===== src/hdl/next_prime_search_assert.svh =====
// Assertion macros for the next prime search block.
`ifndef NEXT_PRIME_SEARCH_ASSERT_SVH
`define NEXT_PRIME_SEARCH_ASSERT_SVH
`ifndef NO_ASSERTIONS
// Same-cycle implication.
`define NPS_ASSERT_IMP(label, clk, rst_n, ante, cons) \
	label: assert property (@(posedge clk) disable iff (!rst_n) (ante) |-> (cons)) \
		else $error("next_prime_search: same-cycle check failed");
// Next-cycle implication.
`define NPS_ASSERT_NEXT(label, clk, rst_n, ante, cons) \
	label: assert property (@(posedge clk) disable iff (!rst_n) (ante) |=> (cons)) \
		else $error("next_prime_search: next-cycle check failed");
`else
`define NPS_ASSERT_IMP(label, clk, rst_n, ante, cons)
`define NPS_ASSERT_NEXT(label, clk, rst_n, ante, cons)
`endif
`endif


===== src/hdl/nps_pkg.sv =====
// Shared types and constants of the next prime search block.
`default_nettype none
package nps_pkg;
	localparam int FIRST_PRIME = 2;
	localparam int FIRST_DIVISOR = 3;
	localparam int FIRST_SQUARE = FIRST_DIVISOR * FIRST_DIVISOR;
	localparam int ODD_STEP = 2;

	typedef enum logic [1:0] {
		ST_IDLE,
		ST_TEST,
		ST_WAIT
	} state_t;

	// Status of the shared remainder unit.
	typedef struct packed {
		logic done;
		logic zero;
	} rem_status_t;

	// Result event from the sequencer.
	typedef struct packed {
		logic valid;
		logic overflow;
	} emit_t;
endpackage
`default_nettype wire


===== src/hdl/next_prime_search.sv =====
// Top level of the next prime search block.
//
// Channel   Direction  Handshake            Payload
// input     in         start, busy          start_value
// result    out        done (one cycle)     prime_value, overflow
//
// Each divisor tried runs on the bit-serial remainder unit that is shared by
// all trials; the candidate found prime ends the search with the square-root
// bound check, and done follows in the cycle after the last check. Starts of
// two or less raise done in the cycle after acceptance. An item is accepted
// when start is high and busy is low; busy stays high until the result is
// out. done is high for one cycle and cannot be held off. Reset (arst_n low)
// returns the block to idle at once.
`default_nettype none
`include "next_prime_search_assert.svh"
module next_prime_search #(
	parameter int VALUE_WIDTH = 32
) (
	input  wire                     clk,
	input  wire                     arst_n,
	input  wire                     start,
	output logic                    busy,
	input  wire  [VALUE_WIDTH-1:0]  start_value,
	output logic                    done,
	output logic [VALUE_WIDTH-1:0]  prime_value,
	output logic                    overflow
);
	import nps_pkg::*;

	localparam int DIV_W = VALUE_WIDTH / 2 + 2;

	emit_t                  emit;
	logic [VALUE_WIDTH-1:0] emit_value;
	logic                   rem_launch;
	logic [VALUE_WIDTH-1:0] rem_dividend;
	logic [DIV_W-1:0]       rem_divisor;
	rem_status_t            rem_status;

	logic                   done_q;
	logic [VALUE_WIDTH-1:0] prime_q;
	logic                   ovf_q;

	nps_seq #(
		.VALUE_WIDTH(VALUE_WIDTH)
	) u_seq (
		.clk(clk),
		.arst_n(arst_n),
		.start(start),
		.start_value(start_value),
		.busy(busy),
		.emit(emit),
		.emit_value(emit_value),
		.rem_launch(rem_launch),
		.rem_dividend(rem_dividend),
		.rem_divisor(rem_divisor),
		.rem_status(rem_status)
	);

	nps_rem_unit #(
		.DIVIDEND_W(VALUE_WIDTH),
		.DIVISOR_W(DIV_W)
	) u_rem (
		.clk(clk),
		.arst_n(arst_n),
		.launch(rem_launch),
		.dividend(rem_dividend),
		.divisor(rem_divisor),
		.status(rem_status)
	);

	always_ff @(posedge clk or negedge arst_n) begin
		if (!arst_n) begin
			done_q <= 1'b0;
		end else begin
			done_q <= emit.valid;
		end
	end

	always_ff @(posedge clk) begin
		if (emit.valid) begin
			prime_q <= emit_value;
			ovf_q <= emit.overflow;
		end
	end

	assign done = done_q;
	assign prime_value = prime_q;
	assign overflow = ovf_q;

	`NPS_ASSERT_IMP(a_ovf_zero, clk, arst_n, done && overflow, prime_value == '0)
	`NPS_ASSERT_IMP(a_done_idle, clk, arst_n, done, !busy)
	`NPS_ASSERT_NEXT(a_accept_moves, clk, arst_n, start && !busy, busy || done)
	`NPS_ASSERT_IMP(a_prime_odd, clk, arst_n, done && !overflow,
		prime_value[0] || prime_value == VALUE_WIDTH'(FIRST_PRIME))
endmodule
`default_nettype wire


===== src/hdl/nps_rem_unit.sv =====
// Bit-serial restoring remainder unit, one dividend bit per cycle.
`default_nettype none
module nps_rem_unit #(
	parameter int DIVIDEND_W = 32,
	parameter int DIVISOR_W = 18
) (
	input  wire                     clk,
	input  wire                     arst_n,
	input  wire                     launch,
	input  wire  [DIVIDEND_W-1:0]   dividend,
	input  wire  [DIVISOR_W-1:0]    divisor,
	output nps_pkg::rem_status_t    status
);
	import nps_pkg::*;

	localparam int CNT_W = $clog2(DIVIDEND_W);
	localparam logic [CNT_W-1:0] LAST_CNT = CNT_W'(DIVIDEND_W - 1);

	logic [DIVIDEND_W-1:0] dvd_q;
	logic [DIVISOR_W-1:0]  dvs_q;
	logic [DIVISOR_W-1:0]  rem_q;
	logic [CNT_W-1:0]      cnt_q;
	logic                  run_q;
	logic                  done_q;

	logic [DIVISOR_W:0] trial;
	logic [DIVISOR_W:0] diff;
	logic [DIVISOR_W-1:0] rem_next;

	always_comb begin
		trial = {rem_q, dvd_q[DIVIDEND_W-1]};
		diff = trial - {1'b0, dvs_q};
		// The partial remainder stays below the divisor, so the kept value fits.
		if (trial >= {1'b0, dvs_q}) begin
			rem_next = diff[DIVISOR_W-1:0];
		end else begin
			rem_next = trial[DIVISOR_W-1:0];
		end
	end

	always_ff @(posedge clk or negedge arst_n) begin
		if (!arst_n) begin
			run_q <= 1'b0;
			done_q <= 1'b0;
			cnt_q <= '0;
			rem_q <= '0;
		end else begin
			done_q <= 1'b0;
			if (launch) begin
				run_q <= 1'b1;
				cnt_q <= '0;
				rem_q <= '0;
			end else if (run_q) begin
				rem_q <= rem_next;
				cnt_q <= cnt_q + CNT_W'(1);
				if (cnt_q == LAST_CNT) begin
					run_q <= 1'b0;
					done_q <= 1'b1;
				end
			end
		end
	end

	always_ff @(posedge clk) begin
		if (launch) begin
			dvd_q <= dividend;
			dvs_q <= divisor;
		end else if (run_q) begin
			dvd_q <= {dvd_q[DIVIDEND_W-2:0], 1'b0};
		end
	end

	assign status.done = done_q;
	assign status.zero = (rem_q == '0);
endmodule
`default_nettype wire


===== src/hdl/nps_seq.sv =====
// Search sequencer: candidate, trial divisor and its square, and control.
`default_nettype none
module nps_seq #(
	parameter int VALUE_WIDTH = 32,
	localparam int DIV_W = VALUE_WIDTH / 2 + 2
) (
	input  wire                      clk,
	input  wire                      arst_n,
	input  wire                      start,
	input  wire  [VALUE_WIDTH-1:0]   start_value,
	output logic                     busy,
	output nps_pkg::emit_t           emit,
	output logic [VALUE_WIDTH-1:0]   emit_value,
	output logic                     rem_launch,
	output logic [VALUE_WIDTH-1:0]   rem_dividend,
	output logic [DIV_W-1:0]         rem_divisor,
	input  nps_pkg::rem_status_t     rem_status
);
	import nps_pkg::*;

	localparam int SQ_W = VALUE_WIDTH + 1;

	state_t state_q, state_d;
	logic [VALUE_WIDTH-1:0] cand_q;
	logic [DIV_W-1:0]       div_q;
	logic [SQ_W-1:0]        sq_q;

	logic accept;
	logic small_start;
	logic at_max;
	logic sq_above;
	logic composite;

	assign accept = start && (state_q == ST_IDLE);
	assign small_start = (start_value <= VALUE_WIDTH'(FIRST_PRIME));
	assign at_max = (cand_q == '1);
	assign sq_above = (sq_q > {1'b0, cand_q});
	assign composite = rem_status.done && rem_status.zero;

	always_comb begin
		state_d = state_q;
		unique case (state_q)
			ST_IDLE: begin
				if (start && !small_start) begin
					state_d = ST_TEST;
				end
			end
			ST_TEST: begin
				if (sq_above) begin
					state_d = ST_IDLE;
				end else begin
					state_d = ST_WAIT;
				end
			end
			ST_WAIT: begin
				if (rem_status.done) begin
					state_d = (composite && at_max) ? ST_IDLE : ST_TEST;
				end
			end
			default: state_d = ST_IDLE;
		endcase
	end

	always_comb begin
		busy = 1'b1;
		rem_launch = 1'b0;
		emit = '0;
		emit_value = '0;
		unique case (state_q)
			ST_IDLE: begin
				busy = 1'b0;
				if (start && small_start) begin
					emit.valid = 1'b1;
					emit_value = VALUE_WIDTH'(FIRST_PRIME);
				end
			end
			ST_TEST: begin
				// No divisor up to the square root divides the candidate.
				if (sq_above) begin
					emit.valid = 1'b1;
					emit_value = cand_q;
				end else begin
					rem_launch = 1'b1;
				end
			end
			ST_WAIT: begin
				if (composite && at_max) begin
					emit.valid = 1'b1;
					emit.overflow = 1'b1;
				end
			end
			default: busy = 1'b1;
		endcase
	end

	always_ff @(posedge clk or negedge arst_n) begin
		if (!arst_n) begin
			state_q <= ST_IDLE;
			cand_q <= '0;
			div_q <= '0;
			sq_q <= '0;
		end else begin
			state_q <= state_d;
			if (accept) begin
				cand_q <= start_value | VALUE_WIDTH'(1);
				div_q <= DIV_W'(FIRST_DIVISOR);
				sq_q <= SQ_W'(FIRST_SQUARE);
			end else if (state_q == ST_WAIT && rem_status.done) begin
				if (rem_status.zero) begin
					// Composite: move to the next odd candidate and restart at three.
					cand_q <= cand_q + VALUE_WIDTH'(ODD_STEP);
					div_q <= DIV_W'(FIRST_DIVISOR);
					sq_q <= SQ_W'(FIRST_SQUARE);
				end else begin
					// (d + 2)^2 = d^2 + 4d + 4
					div_q <= div_q + DIV_W'(ODD_STEP);
					sq_q <= sq_q + SQ_W'({div_q, 2'b00}) + SQ_W'(4);
				end
			end
		end
	end

	assign rem_dividend = cand_q;
	assign rem_divisor = div_q;
endmodule
`default_nettype wire


===== config.mk =====
export PLATFORM = sky130hd
export DESIGN_NAME = next_prime_search
export DESIGN_NICKNAME = d
export VERILOG_FILES = /design/src/hdl/nps_pkg.sv /design/src/hdl/next_prime_search.sv /design/src/hdl/nps_rem_unit.sv /design/src/hdl/nps_seq.sv
export VERILOG_INCLUDE_DIRS = /design/src /design/src/hdl
export SDC_FILE = /design/constraint.sdc
export NUM_CORES = 1
export LEC_CHECK = 0
export BUFFER_PORTS_ARGS = -buffer_cell sky130_fd_sc_hd__buf_2
export CAP_MARGIN = 20
export CORE_MARGIN = 8
export CORE_UTILIZATION = 50
export CTS_CLUSTER_DIAMETER = 40
export DETAILED_ROUTE_END_ITERATION = 6
export PLACE_DENSITY_LB_ADDON = 0.08
export RECOVER_POWER = 25
export SYNTH_ARGS = -nofsm -noshare
export SYNTH_HDL_FRONTEND = slang
export SYNTH_HIERARCHICAL = 1
export SYNTH_SLANG_ARGS = --single-unit

===== constraint.sdc =====
create_clock -name clk -period 5 [get_ports clk]
set_clock_uncertainty 0.05 [all_clocks]
set_input_delay 0.25 -clock clk [delete_from_list [all_inputs] [get_ports clk]]
set_output_delay 0.25 -clock clk [all_outputs]
set_load 0.01 [all_outputs]

Word-level counts from Yosys, hierarchy flattened
Cells that the tools add are included.
W data, S select, Z words.
{ "totals": {"word_cells": 79, "output_inout_bits": 35, "inputBits": 35, "reg_bits": 194} }
{ "classes": {"n_eq_ne": 6, "n_mux": 37, "reduce_logical": 14, "addsub": 6, "order_cmp": 3} }
{ "ops": {"columns": ["cell", "n"], "rows": [
  ["$mux W32", 6],
  ["$mux W18", 6],
  ["$mux W33", 3],
  ["$pmux W32 S2", 1],
  ["$add A33 B20 Y33", 1],
  ["$add A33 B3 Y33 const B", 1],
  ["$gt A33 B32 Y1", 1],
  ["$add A32 B2 Y32 const B", 1],
  ["$eq A32 B32 Y1 const B", 1],
  ["$le A32 B2 Y1 const B", 1],
  ["$ge A19 B18 Y1", 1],
  ["$add A18 B2 Y18 const B", 1],
  ["$logic_not A18 Y1", 1],
  ["$sub A18 B18 Y18", 1],
  ["$mux W1", 12],
  ["$mux W2", 5],
  ["$mux W5", 2],
  ["$logic_and A1 B1 Y1", 6],
  ["$pmux W2 S3", 1],
  ["$reduce_bool A2 Y1", 3],
  ["$add A5 B1 Y5 const B", 1],
  ["$eq A5 B5 Y1 const B", 1],
  ["$reduce_and A2 Y1", 2],
  ["$pmux W1 S3", 1],
  ["6 further kinds", 6]
]} }

Longest topological paths before layout
Gate-level depths: netlist (run 1).
{ "depth": {"depth_word": 6, "ltp_mapped": 13, "mapped_depth_nobuf": 12} }

Hierarchy
Netlist (run 1), hierarchy kept.
{ "modules_own_cells": {"columns": ["module", "seq_area_each_um2", "area_each_um2", "instances", "cells_per_inst"], "rows": [
  ["nps_seq", 2077.0, 6497.5, 1, 791],
  ["nps_rem_unit", 2127.0, 4221.5, 1, 355],
  ["next_prime_search", 1016.0, 1016.0, 1, 34]
]} }

Least setup slack after synthesis (run 1)
Ideal clock, no wire load.
{ "synth_path": {"path_type": "reg-to-reg", "startpoint": "register u_seq.cand_q[4] (netlist: u_seq/rem_dividend[4])", "endpoint": "register u_rem.dvd_q[0], enable pin", "arrival_time_ns": 4.105, "setup_ns": 0.375, "period_less_slack_ns": 4.530, "required_ns": 4.575, "path_stages_with_launch": 11, "setup_slack_ns": 0.470, "path_buffers": 1, "path_cell_list": "dfrtp_1 -> inv_1 -> ha_1 -> a21oi_1 -> a21oi_1 -> o31a_1 -> o41ai_1 -> nand2_1 -> a21boi_0 -> buf_6 -> or2_2"} }
{ "synth_via": {"elab_chain_len": 4} }
{ "synth_rtl": {"columns": ["item", "line_no", "rtl"], "rows": [
  ["start, declared", "nps_seq.sv:24", "logic [VALUE_WIDTH-1:0] cand_q;"],
  ["start signal, assigned", "nps_seq.sv:105", "cand_q <= start_value | VALUE_WIDTH'(1);"],
  ["start signal, assigned", "nps_seq.sv:111", "cand_q <= cand_q + VALUE_WIDTH'(ODD_STEP);"],
  ["$gt A33 B32 Y1", "nps_seq.sv:37", "assign sq_above = (sq_q > {1'b0, cand_q});"],
  ["$mux W1", "nps_seq.sv:79", "if (sq_above) begin"],
  ["$mux W1", "nps_seq.sv:69", "unique case (state_q)"],
  ["named net rem_launch", "next_prime_search.sv:34", "logic rem_launch;"],
  ["$reduce_bool A2 Y1 (no line)", null, null],
  ["end signal, assigned", "nps_rem_unit.sv:66", "dvd_q <= dividend;"],
  ["end signal, assigned", "nps_rem_unit.sv:69", "dvd_q <= {dvd_q[DIVIDEND_W-2:0], 1'b0};"],
  ["end, declared", "nps_rem_unit.sv:19", "logic [DIVIDEND_W-1:0] dvd_q;"]
]} }
The timed path passes the listed nets, and every way through them passes these cells.
A chain may end at the register's enable or synchronous reset.

Worst setup path in the final report (run 1)
{ "layout_path": {"startpoint": "register u_seq.cand_q[4] (netlist: u_seq/rem_dividend[4])", "endpoint": "register u_rem.rem_q[17]"} }
{ "layout_via": {"elab_chain_len": 4, "elab_cells_between_ends": 5, "cone_classes": "order compare: 1; mux: 3; reduce/logical: 1"} }
{ "layout_rtl": {"columns": ["item", "line_no", "rtl"], "rows": [
  ["$gt A33 B32 Y1 *", "nps_seq.sv:37", null],
  ["$mux W1 *", "nps_seq.sv:79", null],
  ["$mux W1 *", "nps_seq.sv:69", null],
  ["named net rem_launch", "next_prime_search.sv:34", null],
  ["$mux W18 / $reduce_bool A2 Y1 (equally long branches)", null, null],
  ["end signal, assigned", "nps_rem_unit.sv:54", "rem_q <= rem_next;"],
  ["end, declared", "nps_rem_unit.sv:21", "logic [DIVISOR_W-1:0] rem_q;"]
]} }
The timed path passes the listed nets; every way through them passes the cells marked *.

==> results of run 1 <==
power by group:
| part | leakage, µW | switching (µW) | internal [µW] |
|---|---|---|---|
| combinational | 0.00304 | 1520 | 1150 |
| sequential | 0.00217 | 438 | 2120 |
| clock | 0.000289 | 686 | 717 |
| total | 0.00550 | 2650 | 3990 |
synthesized netlist by cell type, types with 16 or more instances:
library cell                 n  area (µm²)
sky130_fd_sc_hd__a211oi_1   26         195
sky130_fd_sc_hd__a21oi_1    91         455
sky130_fd_sc_hd__and2_1     33         206
sky130_fd_sc_hd__clkbuf_1   34         128
sky130_fd_sc_hd__dfrtp_1   109        2730
sky130_fd_sc_hd__edfxtp_1   83        2490
sky130_fd_sc_hd__ha_1       89        1110
sky130_fd_sc_hd__inv_1      65         244
sky130_fd_sc_hd__mux2_2     33         372
sky130_fd_sc_hd__mux2i_1    24         240
sky130_fd_sc_hd__nand2_1    88         330
sky130_fd_sc_hd__nand3_1    49         245
sky130_fd_sc_hd__nand4_1    27         169
sky130_fd_sc_hd__nor2_1     85         319
sky130_fd_sc_hd__nor3_1     20         100
sky130_fd_sc_hd__nor4_1     20         125
sky130_fd_sc_hd__o21ai_0    56         280
sky130_fd_sc_hd__xnor2_1    16         140
sky130_fd_sc_hd__xor2_1     23         201
path summary, 6_finish.rpt:
path,startpoint,end,slack (ns),cells past startpoint
min reg2reg,u_seq/sq_q[0],u_rem/dvs_q[0],0.41,0
max reg2reg,u_seq/rem_dividend[4],u_rem/rem_q[17],1.20,13
max in group asynchronous,arst_n,u_rem/cnt_q[4],2.62,3
max,u_seq/rem_dividend[4],u_rem/rem_q[17],1.20,13
min,start_value[29],u_seq/rem_dividend[29],0.04,2
min in group asynchronous,arst_n,done,0.79,2
flip-flops by register name, summed over array words and instances, names as in the netlist:
name and cells:
u_seq/state_q 2, u_rem/run_q 1, u_rem/dvs_q 18, u_seq/sq_q 32, prime_value 32, u_rem/rem_q 18
u_rem/cnt_q 5, u_rem/done_q 1, u_seq/rem_dividend 32, u_seq/rem_divisor 17, overflow 1, u_rem/dvd_q 32
done 1
cells by family (layout without fill, tap and decap cells):
| group | after synthesis | count (layout) | synth area share [%] |
|---|---|---|---|
| simple gates | 391 | 391 | 17.1 |
| compound gates | 289 | 289 | 16.0 |
| flops | 192 | 192 | 44.5 |
| buf+inv | 121 | 181 | 4.52 |
| fa+ha+maj | 91 | 91 | 9.83 |
| mux | 57 | 57 | 5.21 |
| xor+xnor | 39 | 39 | 2.91 |
through the flow:
stage                     util [%]  setup slack [ns]  instance area [µm²]  hold slack (ns)
after CTS                     55.7              1.24                13000           0.0188
final                         55.6              1.20                12900           0.0375
after global placement        53.0              1.23                12300            0.386
after detailed placement      53.0              1.27                12300            0.394
after global routing          55.6             0.883                12900           0.0319
after floorplan                  -             0.470                11700          -0.0956
area by class of cell:
| type | instances | area (µm²) |
|---|---|---|
| Timing Repair Buffer | 84 | 453 |
| Multi-Input combinational cell | 867 | 6020 |
| Tap cell | 319 | 399 |
| Inverter | 65 | 244 |
| Clock buffer | 18 | 429 |
| Clock inverter | 14 | 175 |
| Sequential cell | 192 | 5220 |
| Fill cell | 2127 | 10300 |
metal layers:
metal,routed length (µm),track usage [%]
met1,14300,30.4
met2,14600,36.0
met3,1560,3.21
met4,451,5.69
met5,0,0
repair_timing:
item / 4_1_cts / 5_1_grt
hold endpoints to repair: 64 / 0
hold buffers: 2 / 0
resized for setup: 0 / 0
setup endpoints to repair: 0 / 0
==> metrics.txt, run 1 <==
# TYPE chip_impl_metric gauge
chip_impl_metric{name="cts-htree-levels",unit=""} 4
chip_impl_metric{name="p_total",unit="µW"} 6640
chip_impl_metric{name="area_growth_syn_to_layout",unit="%"} 10.3
chip_impl_info{name="setup.worst_path.start_class",value="register"} 1
chip_impl_metric{name="fin_nets",unit=""} 1353
chip_impl_metric{name="antenna_cells_inserted",unit=""} 0
chip_impl_metric{name="hold_violation_count_in_the_final_report",unit=""} 0
chip_impl_metric{name="tns",unit="ns"} 0
chip_impl_metric{name="cts_buffers",unit=""} 17
chip_impl_info{name="violations",value="max-capacitance violations, max-slew violations"} 1
chip_impl_metric{name="cap_viol_max_count",unit=""} 1
chip_impl_info{name="mostFrequentLayoutCells",value="109 x sky130_fd_sc_hd__dfrtp_1, 90 x sky130_fd_sc_hd__a21oi_1, 89 x sky130_fd_sc_hd__ha_1, 87 x sky130_fd_sc_hd__nand2_1, 84 x sky130_fd_sc_hd__nor2_1"} 1
chip_impl_info{name="clock-root-buffer",value="sky130_fd_sc_hd__clkbuf_16"} 1
chip_impl_metric{name="clkSinkCount",unit=""} 192
chip_impl_metric{name="async_reset_ff_share",unit="%"} 56.8
chip_impl_metric{name="post-cts-setup-buffer-count",unit=""} 0
chip_impl_metric{name="edff_count_synth",unit=""} 83
chip_impl_metric{name="fin_cells",unit=""} 1559
chip_impl_metric{name="coreArea",unit="mm²"} 0.0233
chip_impl_info{name="tritoncts",value="built"} 1
chip_impl_metric{name="timing.critical_path.arrival",unit="ns"} 4.06
chip_impl_info{name="setup_crit_path_kind",value="reg2reg"} 1
chip_impl_metric{name="layout_worst_path_cycle_share",unit="%"} 76.0
chip_impl_metric{name="syn-mean-instance-area",unit="µm²"} 9.94
chip_impl_metric{name="pin_count_of_the_biggest_net_entering_global_routing",unit=""} 66
chip_impl_metric{name="leakage_power",unit="µW"} 0.00550
chip_impl_metric{name="ios",unit=""} 70
chip_impl_metric{name="dr.pass1.iters",unit=""} 5
chip_impl_metric{name="io_buffers",unit=""} 69
chip_impl_metric{name="dp.final_hpwl",unit="µm"} 22200
chip_impl_info{name="category_of_the_worst_setup_path_capture_point",value="register"} 1
chip_impl_metric{name="clockBufferDepth",unit=""} 2
chip_impl_metric{name="num_rows",unit=""} 56
chip_impl_metric{name="fmaxAchievable",unit="MHz"} 263
chip_impl_metric{name="grt-ovfl-total",unit=""} 0
chip_impl_metric{name="antenna_found_initial",unit=""} 0
chip_impl_metric{name="wl_per_cell",unit="µm"} 19.8
chip_impl_metric{name="die_area",unit="mm²"} 0.0286
chip_impl_metric{name="timing.critical_path.fanout_max",unit=""} 49
chip_impl_metric{name="synth_cells",unit=""} 1180
chip_impl_info{name="status",value="complete, but fails checks"} 1
chip_impl_metric{name="die_width",unit="µm"} 169
chip_impl_info{name="min_path_type",value="in2reg"} 1
chip_impl_metric{name="route.antenna.remaining_nets",unit=""} 0
chip_impl_metric{name="drv_slew",unit=""} 65
chip_impl_metric{name="finalSetupViolations",unit=""} 0
chip_impl_metric{name="synth.yosys.warnings",unit=""} 6
chip_impl_info{name="slowest_stage",value="sky130_fd_sc_hd__buf_4"} 1
chip_impl_metric{name="fp.dieH",unit="µm"} 169
chip_impl_metric{name="peakVddDrop",unit="µV"} 304
chip_impl_metric{name="synth.distinct_cells",unit=""} 80
chip_impl_metric{name="path_clk_slew",unit="ns"} 0.09
chip_impl_metric{name="tightest_slew",unit="ns"} 1.84
chip_impl_info{name="critPathTopFamily",value="compound AO/OA/AOI/OAI gates"} 1
chip_impl_info{name="mostFrequentLayoutCell",value="sky130_fd_sc_hd__dfrtp_1"} 1
chip_impl_metric{name="relSlewSlack",unit="%"} -22.5
chip_impl_metric{name="post_drt_via_cell_ratio",unit=""} 5.91
chip_impl_metric{name="power.density_cell_area",unit="mW/mm²"} 513
chip_impl_metric{name="grt_pass1_vias",unit=""} 8995
chip_impl_metric{name="clk-insertion-delay-late",unit="ns"} 0.44
chip_impl_metric{name="seq_area_frac_synth",unit="%"} 44.5
chip_impl_metric{name="drc",unit=""} 0
chip_impl_metric{name="worstPathRequired",unit="ns"} 5.27
chip_impl_metric{name="grtUsageTotal",unit="%"} 22.1
chip_impl_metric{name="post_route_cells_drive_above_1_share",unit="%"} 11.6
chip_impl_metric{name="syn-cell-area",unit="mm²"} 0.0117
chip_impl_metric{name="wirelength",unit="µm"} 30900
chip_impl_metric{name="numPlacedInstances",unit=""} 1524
chip_impl_metric{name="worst-path-buf-inv",unit=""} 3
chip_impl_metric{name="syn_nets",unit=""} 1306
chip_impl_metric{name="max_stage_delay",unit="ns"} 0.55
chip_impl_metric{name="initial_utilization",unit="%"} 50.4
chip_impl_info{name="rsz_0062_raised_after_global_routing",value="no"} 1
chip_impl_metric{name="number_of_drc_markers_in_iteration_0",unit=""} 721
chip_impl_metric{name="detailroute.via_count",unit=""} 9219
chip_impl_metric{name="grt_pass1_wl",unit="µm"} 50000
chip_impl_metric{name="finalCriticalPeriod",unit="ns"} 3.80
chip_impl_metric{name="gp_congestion",unit=""} 0.921
chip_impl_info{name="postSynth.topFlopCell",value="sky130_fd_sc_hd__dfrtp_1"} 1
chip_impl_info{name="crit_path_cell_trace",value="inv_1 > ha_1 > a21oi_1 > a21oi_1 > o31a_1 > o41ai_1 > nand2_1 > a21boi_4 > buf_4 > buf_4 > nor3b_1 > a31oi_1 > o21ai_1"} 1
chip_impl_metric{name="synth_seq_cells",unit=""} 192
Power figures use the tool's default switching activity.
==> inputs of run 2 (changes only) <==
==> constraint.sdc (replaced) <==
create_clock -name clk -period 3.29 [get_ports clk]
set_clock_uncertainty 0.05 [all_clocks]
set_input_delay 0.1645 -clock clk [delete_from_list [all_inputs] [get_ports clk]]
set_output_delay 0.1645 -clock clk [all_outputs]
set_load 0.01 [all_outputs]
==> metrics.txt, run 2 (same netlist as run 1, synthesis figures left out) <==
# TYPE chip_impl_metric gauge
chip_impl_info{name="status",value="complete, but fails checks"} 1
chip_impl_info{name="violations",value="max-capacitance violations, max-slew violations"} 1
chip_impl_info{name="hold_path_end",value="u_seq/rem_dividend[23]"} 1
chip_impl_metric{name="wirelength",unit="µm"} 31400
chip_impl_metric{name="grt_pass1_vias",unit=""} 9052
chip_impl_metric{name="antenna_cells_inserted",unit=""} 0
chip_impl_metric{name="die_area",unit="mm²"} 0.0286
chip_impl_metric{name="rrSetupSlack",unit="ns"} 0.17
chip_impl_info{name="worstReg2RegEnd",value="u_rem/dvd_q[22]"} 1
chip_impl_metric{name="pin_count_of_the_biggest_net_entering_global_routing",unit=""} 65
chip_impl_metric{name="fp.dieH",unit="µm"} 169
chip_impl_metric{name="power.density_cell_area",unit="mW/mm²"} 772
chip_impl_metric{name="io_buffers",unit=""} 69
chip_impl_metric{name="grt-ovfl-total",unit=""} 0
chip_impl_metric{name="regArea",unit="mm²"} 0.00522
chip_impl_metric{name="fin_nets",unit=""} 1404
chip_impl_info{name="mostFrequentLayoutCell",value="sky130_fd_sc_hd__dfrtp_1"} 1
chip_impl_metric{name="wl_per_cell",unit="µm"} 19.5
chip_impl_info{name="slowest_stage",value="sky130_fd_sc_hd__a2111oi_2"} 1
chip_impl_metric{name="hold_violation_count_in_the_final_report",unit=""} 0
chip_impl_metric{name="drv_slew",unit=""} 42
chip_impl_metric{name="layout.filler_cells",unit=""} 2062
chip_impl_metric{name="antenna_found_initial",unit=""} 0
chip_impl_metric{name="ff2ff_path_depth",unit=""} 12
chip_impl_metric{name="route.antenna.remaining_nets",unit=""} 0
chip_impl_metric{name="finalCriticalPeriod",unit="ns"} 3.12
chip_impl_metric{name="clk-insertion-delay-late",unit="ns"} 0.44
chip_impl_metric{name="net-switching-power",unit="µW"} 4110
chip_impl_metric{name="num_rows",unit=""} 56
chip_impl_info{name="tritoncts",value="built"} 1
chip_impl_metric{name="worstPathRequired",unit="ns"} 3.39
chip_impl_info{name="setup.worst_path.start_class",value="register"} 1
chip_impl_info{name="setup_crit_path_kind",value="reg2reg"} 1
chip_impl_metric{name="clockBufferDepth",unit=""} 2
chip_impl_metric{name="die_width",unit="µm"} 169
chip_impl_metric{name="fin_cells",unit=""} 1610
chip_impl_metric{name="area_growth_syn_to_layout",unit="%"} 14.8
chip_impl_metric{name="timing.critical_path.fanout_max",unit=""} 32
chip_impl_metric{name="post_drt_via_cell_ratio",unit=""} 5.88
chip_impl_metric{name="grt_pass1_wl",unit="µm"} 50300
chip_impl_metric{name="finalSetupViolations",unit=""} 0
chip_impl_info{name="critPathTopFamily",value="compound AO/OA/AOI/OAI gates"} 1
chip_impl_info{name="cpMostUsedCell",value="sky130_fd_sc_hd__buf_12"} 1
chip_impl_metric{name="tightest_slew",unit="ns"} 2.60
chip_impl_metric{name="post-cts-setup-buffer-count",unit=""} 0
chip_impl_metric{name="worst-path-buf-inv",unit=""} 4
chip_impl_metric{name="cap_viol_max_count",unit=""} 1
chip_impl_metric{name="cts-htree-levels",unit=""} 4
chip_impl_info{name="crit_path_cell_trace",value="inv_1 > ha_1 > a21oi_1 > o21ai_0 > a2111oi_2 > buf_4 > o221a_2 > nand2_1 > a21boi_4 > buf_12 > or2_4 > buf_12"} 1
chip_impl_metric{name="relSlewSlack",unit="%"} -73.0
chip_impl_metric{name="leakage_power",unit="µW"} 0.00585
chip_impl_metric{name="switching_share",unit="%"} 39.5
chip_impl_metric{name="initial_utilization",unit="%"} 50.4
chip_impl_metric{name="timing.critical_path.arrival",unit="ns"} 3.22
chip_impl_info{name="clock-root-buffer",value="sky130_fd_sc_hd__clkbuf_16"} 1
chip_impl_metric{name="area_taken_by_multi_input_logic_gates",unit="mm²"} 0.00605
chip_impl_metric{name="cts_buffers",unit=""} 17
chip_impl_metric{name="intPower",unit="µW"} 6290
chip_impl_metric{name="power_frac_clock",unit="%"} 20.4
chip_impl_metric{name="clkSinkCount",unit=""} 192
chip_impl_metric{name="ios",unit=""} 70
chip_impl_info{name="mostFrequentLayoutCells",value="109 x sky130_fd_sc_hd__dfrtp_1, 89 x sky130_fd_sc_hd__a21oi_1, 89 x sky130_fd_sc_hd__ha_1, 87 x sky130_fd_sc_hd__nand2_1, 84 x sky130_fd_sc_hd__nor2_1"} 1
chip_impl_metric{name="drc",unit=""} 0
chip_impl_metric{name="numPlacedInstances",unit=""} 1571
chip_impl_metric{name="peakVddDrop",unit="µV"} 366
chip_impl_metric{name="gp_congestion",unit=""} 0.911
chip_impl_metric{name="number_of_drc_markers_in_iteration_0",unit=""} 814
chip_impl_metric{name="detailroute.via_count",unit=""} 9470
chip_impl_metric{name="dr.pass1.iters",unit=""} 5
chip_impl_metric{name="comb_power_share",unit="%"} 43.3
chip_impl_metric{name="path_clk_slew",unit="ns"} 0.08
chip_impl_info{name="hold_path_origin",value="start_value[23]"} 1
chip_impl_metric{name="finalHoldWorstSlack",unit="ns"} 0.0130
chip_impl_metric{name="layout_worst_path_cycle_share",unit="%"} 94.9
chip_impl_metric{name="fmaxAchievable",unit="MHz"} 320
chip_impl_metric{name="coreArea",unit="mm²"} 0.0233
chip_impl_metric{name="relative_contribution_of_sequential_cells_to_total_power",unit="%"} 36.3
chip_impl_info{name="category_of_the_worst_setup_path_capture_point",value="register"} 1
chip_impl_metric{name="post_route_cells_drive_above_1_share",unit="%"} 17.4
chip_impl_metric{name="worst_hold_path_stage_count",unit=""} 3
chip_impl_metric{name="grtUsageTotal",unit="%"} 22.3
chip_impl_info{name="crit-reg2reg-launch",value="u_seq/rem_dividend[28]"} 1
chip_impl_metric{name="dp.final_hpwl",unit="µm"} 23300
chip_impl_info{name="min_path_type",value="in2reg"} 1
chip_impl_metric{name="max_stage_delay",unit="ns"} 0.40
chip_impl_info{name="critPathLaunch",value="u_seq/rem_dividend[28]"} 1
-- run 2: cell types whose count changed in the layout (fill, tap and decap cells not counted), sizes merged --
cell and delta:
clkinv -2, dlygate4sd3 +5, inv +2, buf +77
clkbuf -31
-- run 2: final cells by class --
cell class,count,area share [%]
flip-flops and latches,192,38.7
repair buffers,135,7.10
multi-input cells,867,44.9
well taps,319,2.96
inverters,65,1.81
clock buffers,18,3.19
clock inverters,14,1.27
-- run 2: worst reg2reg max path: cells and delay by family, from the launching register on --
kind	cells	cell delay, ns
AOI/OAI and AO/OA	5	1.12
buffers and inverters	4	0.64
adders and majority gates	1	0.33
DFF	1	0.36
and+or+nand+nor	2	0.32
-- run 2: worst max path at each step --
stage	end	slack, ns	cells past startpoint
2_1_floorplan	u_rem/dvd_q[10]	0.03	10
3_3_place_gp	u_rem/dvd_q[18]	0.14	11
3_5_place_dp	u_rem/dvd_q[18]	0.09	11
4_1_cts	u_rem/dvd_q[24]	0.08	11
5_1_grt	u_rem/dvd_q[22]	-0.02	12
6_report	u_rem/dvd_q[22]	0.17	12
-- run 2: timing repair --
action | 4_1_cts | 5_1_grt
gates resized for setup | 0 | 6
setup endpoints to repair | 0 | 68
hold endpoints to repair | 46 | 0
hold buffers | 7 | 0
-- run 2: routing by layer --
| metal | share of wire [%] | vias to the layer above | wire (µm) | track usage, % |
|---|---|---|---|---|
| met2 | 47 | 265 | 14700 | 35.5 |
| met5 | 0 | - | 0 | 0 |
| met3 | 5.1 | 27 | 1600 | 4.14 |
| met4 | 1.4 | 0 | 441 | 5.31 |
| li1 | - | 4554 | - | - |
| met1 | 47 | 4624 | 14700 | 31.0 |
-- run 2: power by group through the flow --
stage          clock network (µW)  registers [µW]  logic [µW]
6_report                     2120            3770        4500
3_3_place_gp                    0            3800        4370
5_1_grt                      2260            3850        4990
4_1_cts                      2170            3770        4470
3_5_place_dp                    0            3810        4430
2_1_floorplan                   0            3630        3270
-- run 2: stage by stage --
stage	setup TNS [ns]	cell area, µm²	power, µW	utilization, %	setup slack, ns
3_3_place_gp	0	12800	8170	54.9	0.137
2_1_floorplan	0	11800	6900	-	0.0252
4_1_cts	0	13500	10400	57.9	0.0794
3_5_place_dp	0	12800	8240	55.0	0.0916
5_1_grt	-0.226	13500	11100	57.9	-0.0162
6_report	0	13500	10400	57.9	0.169
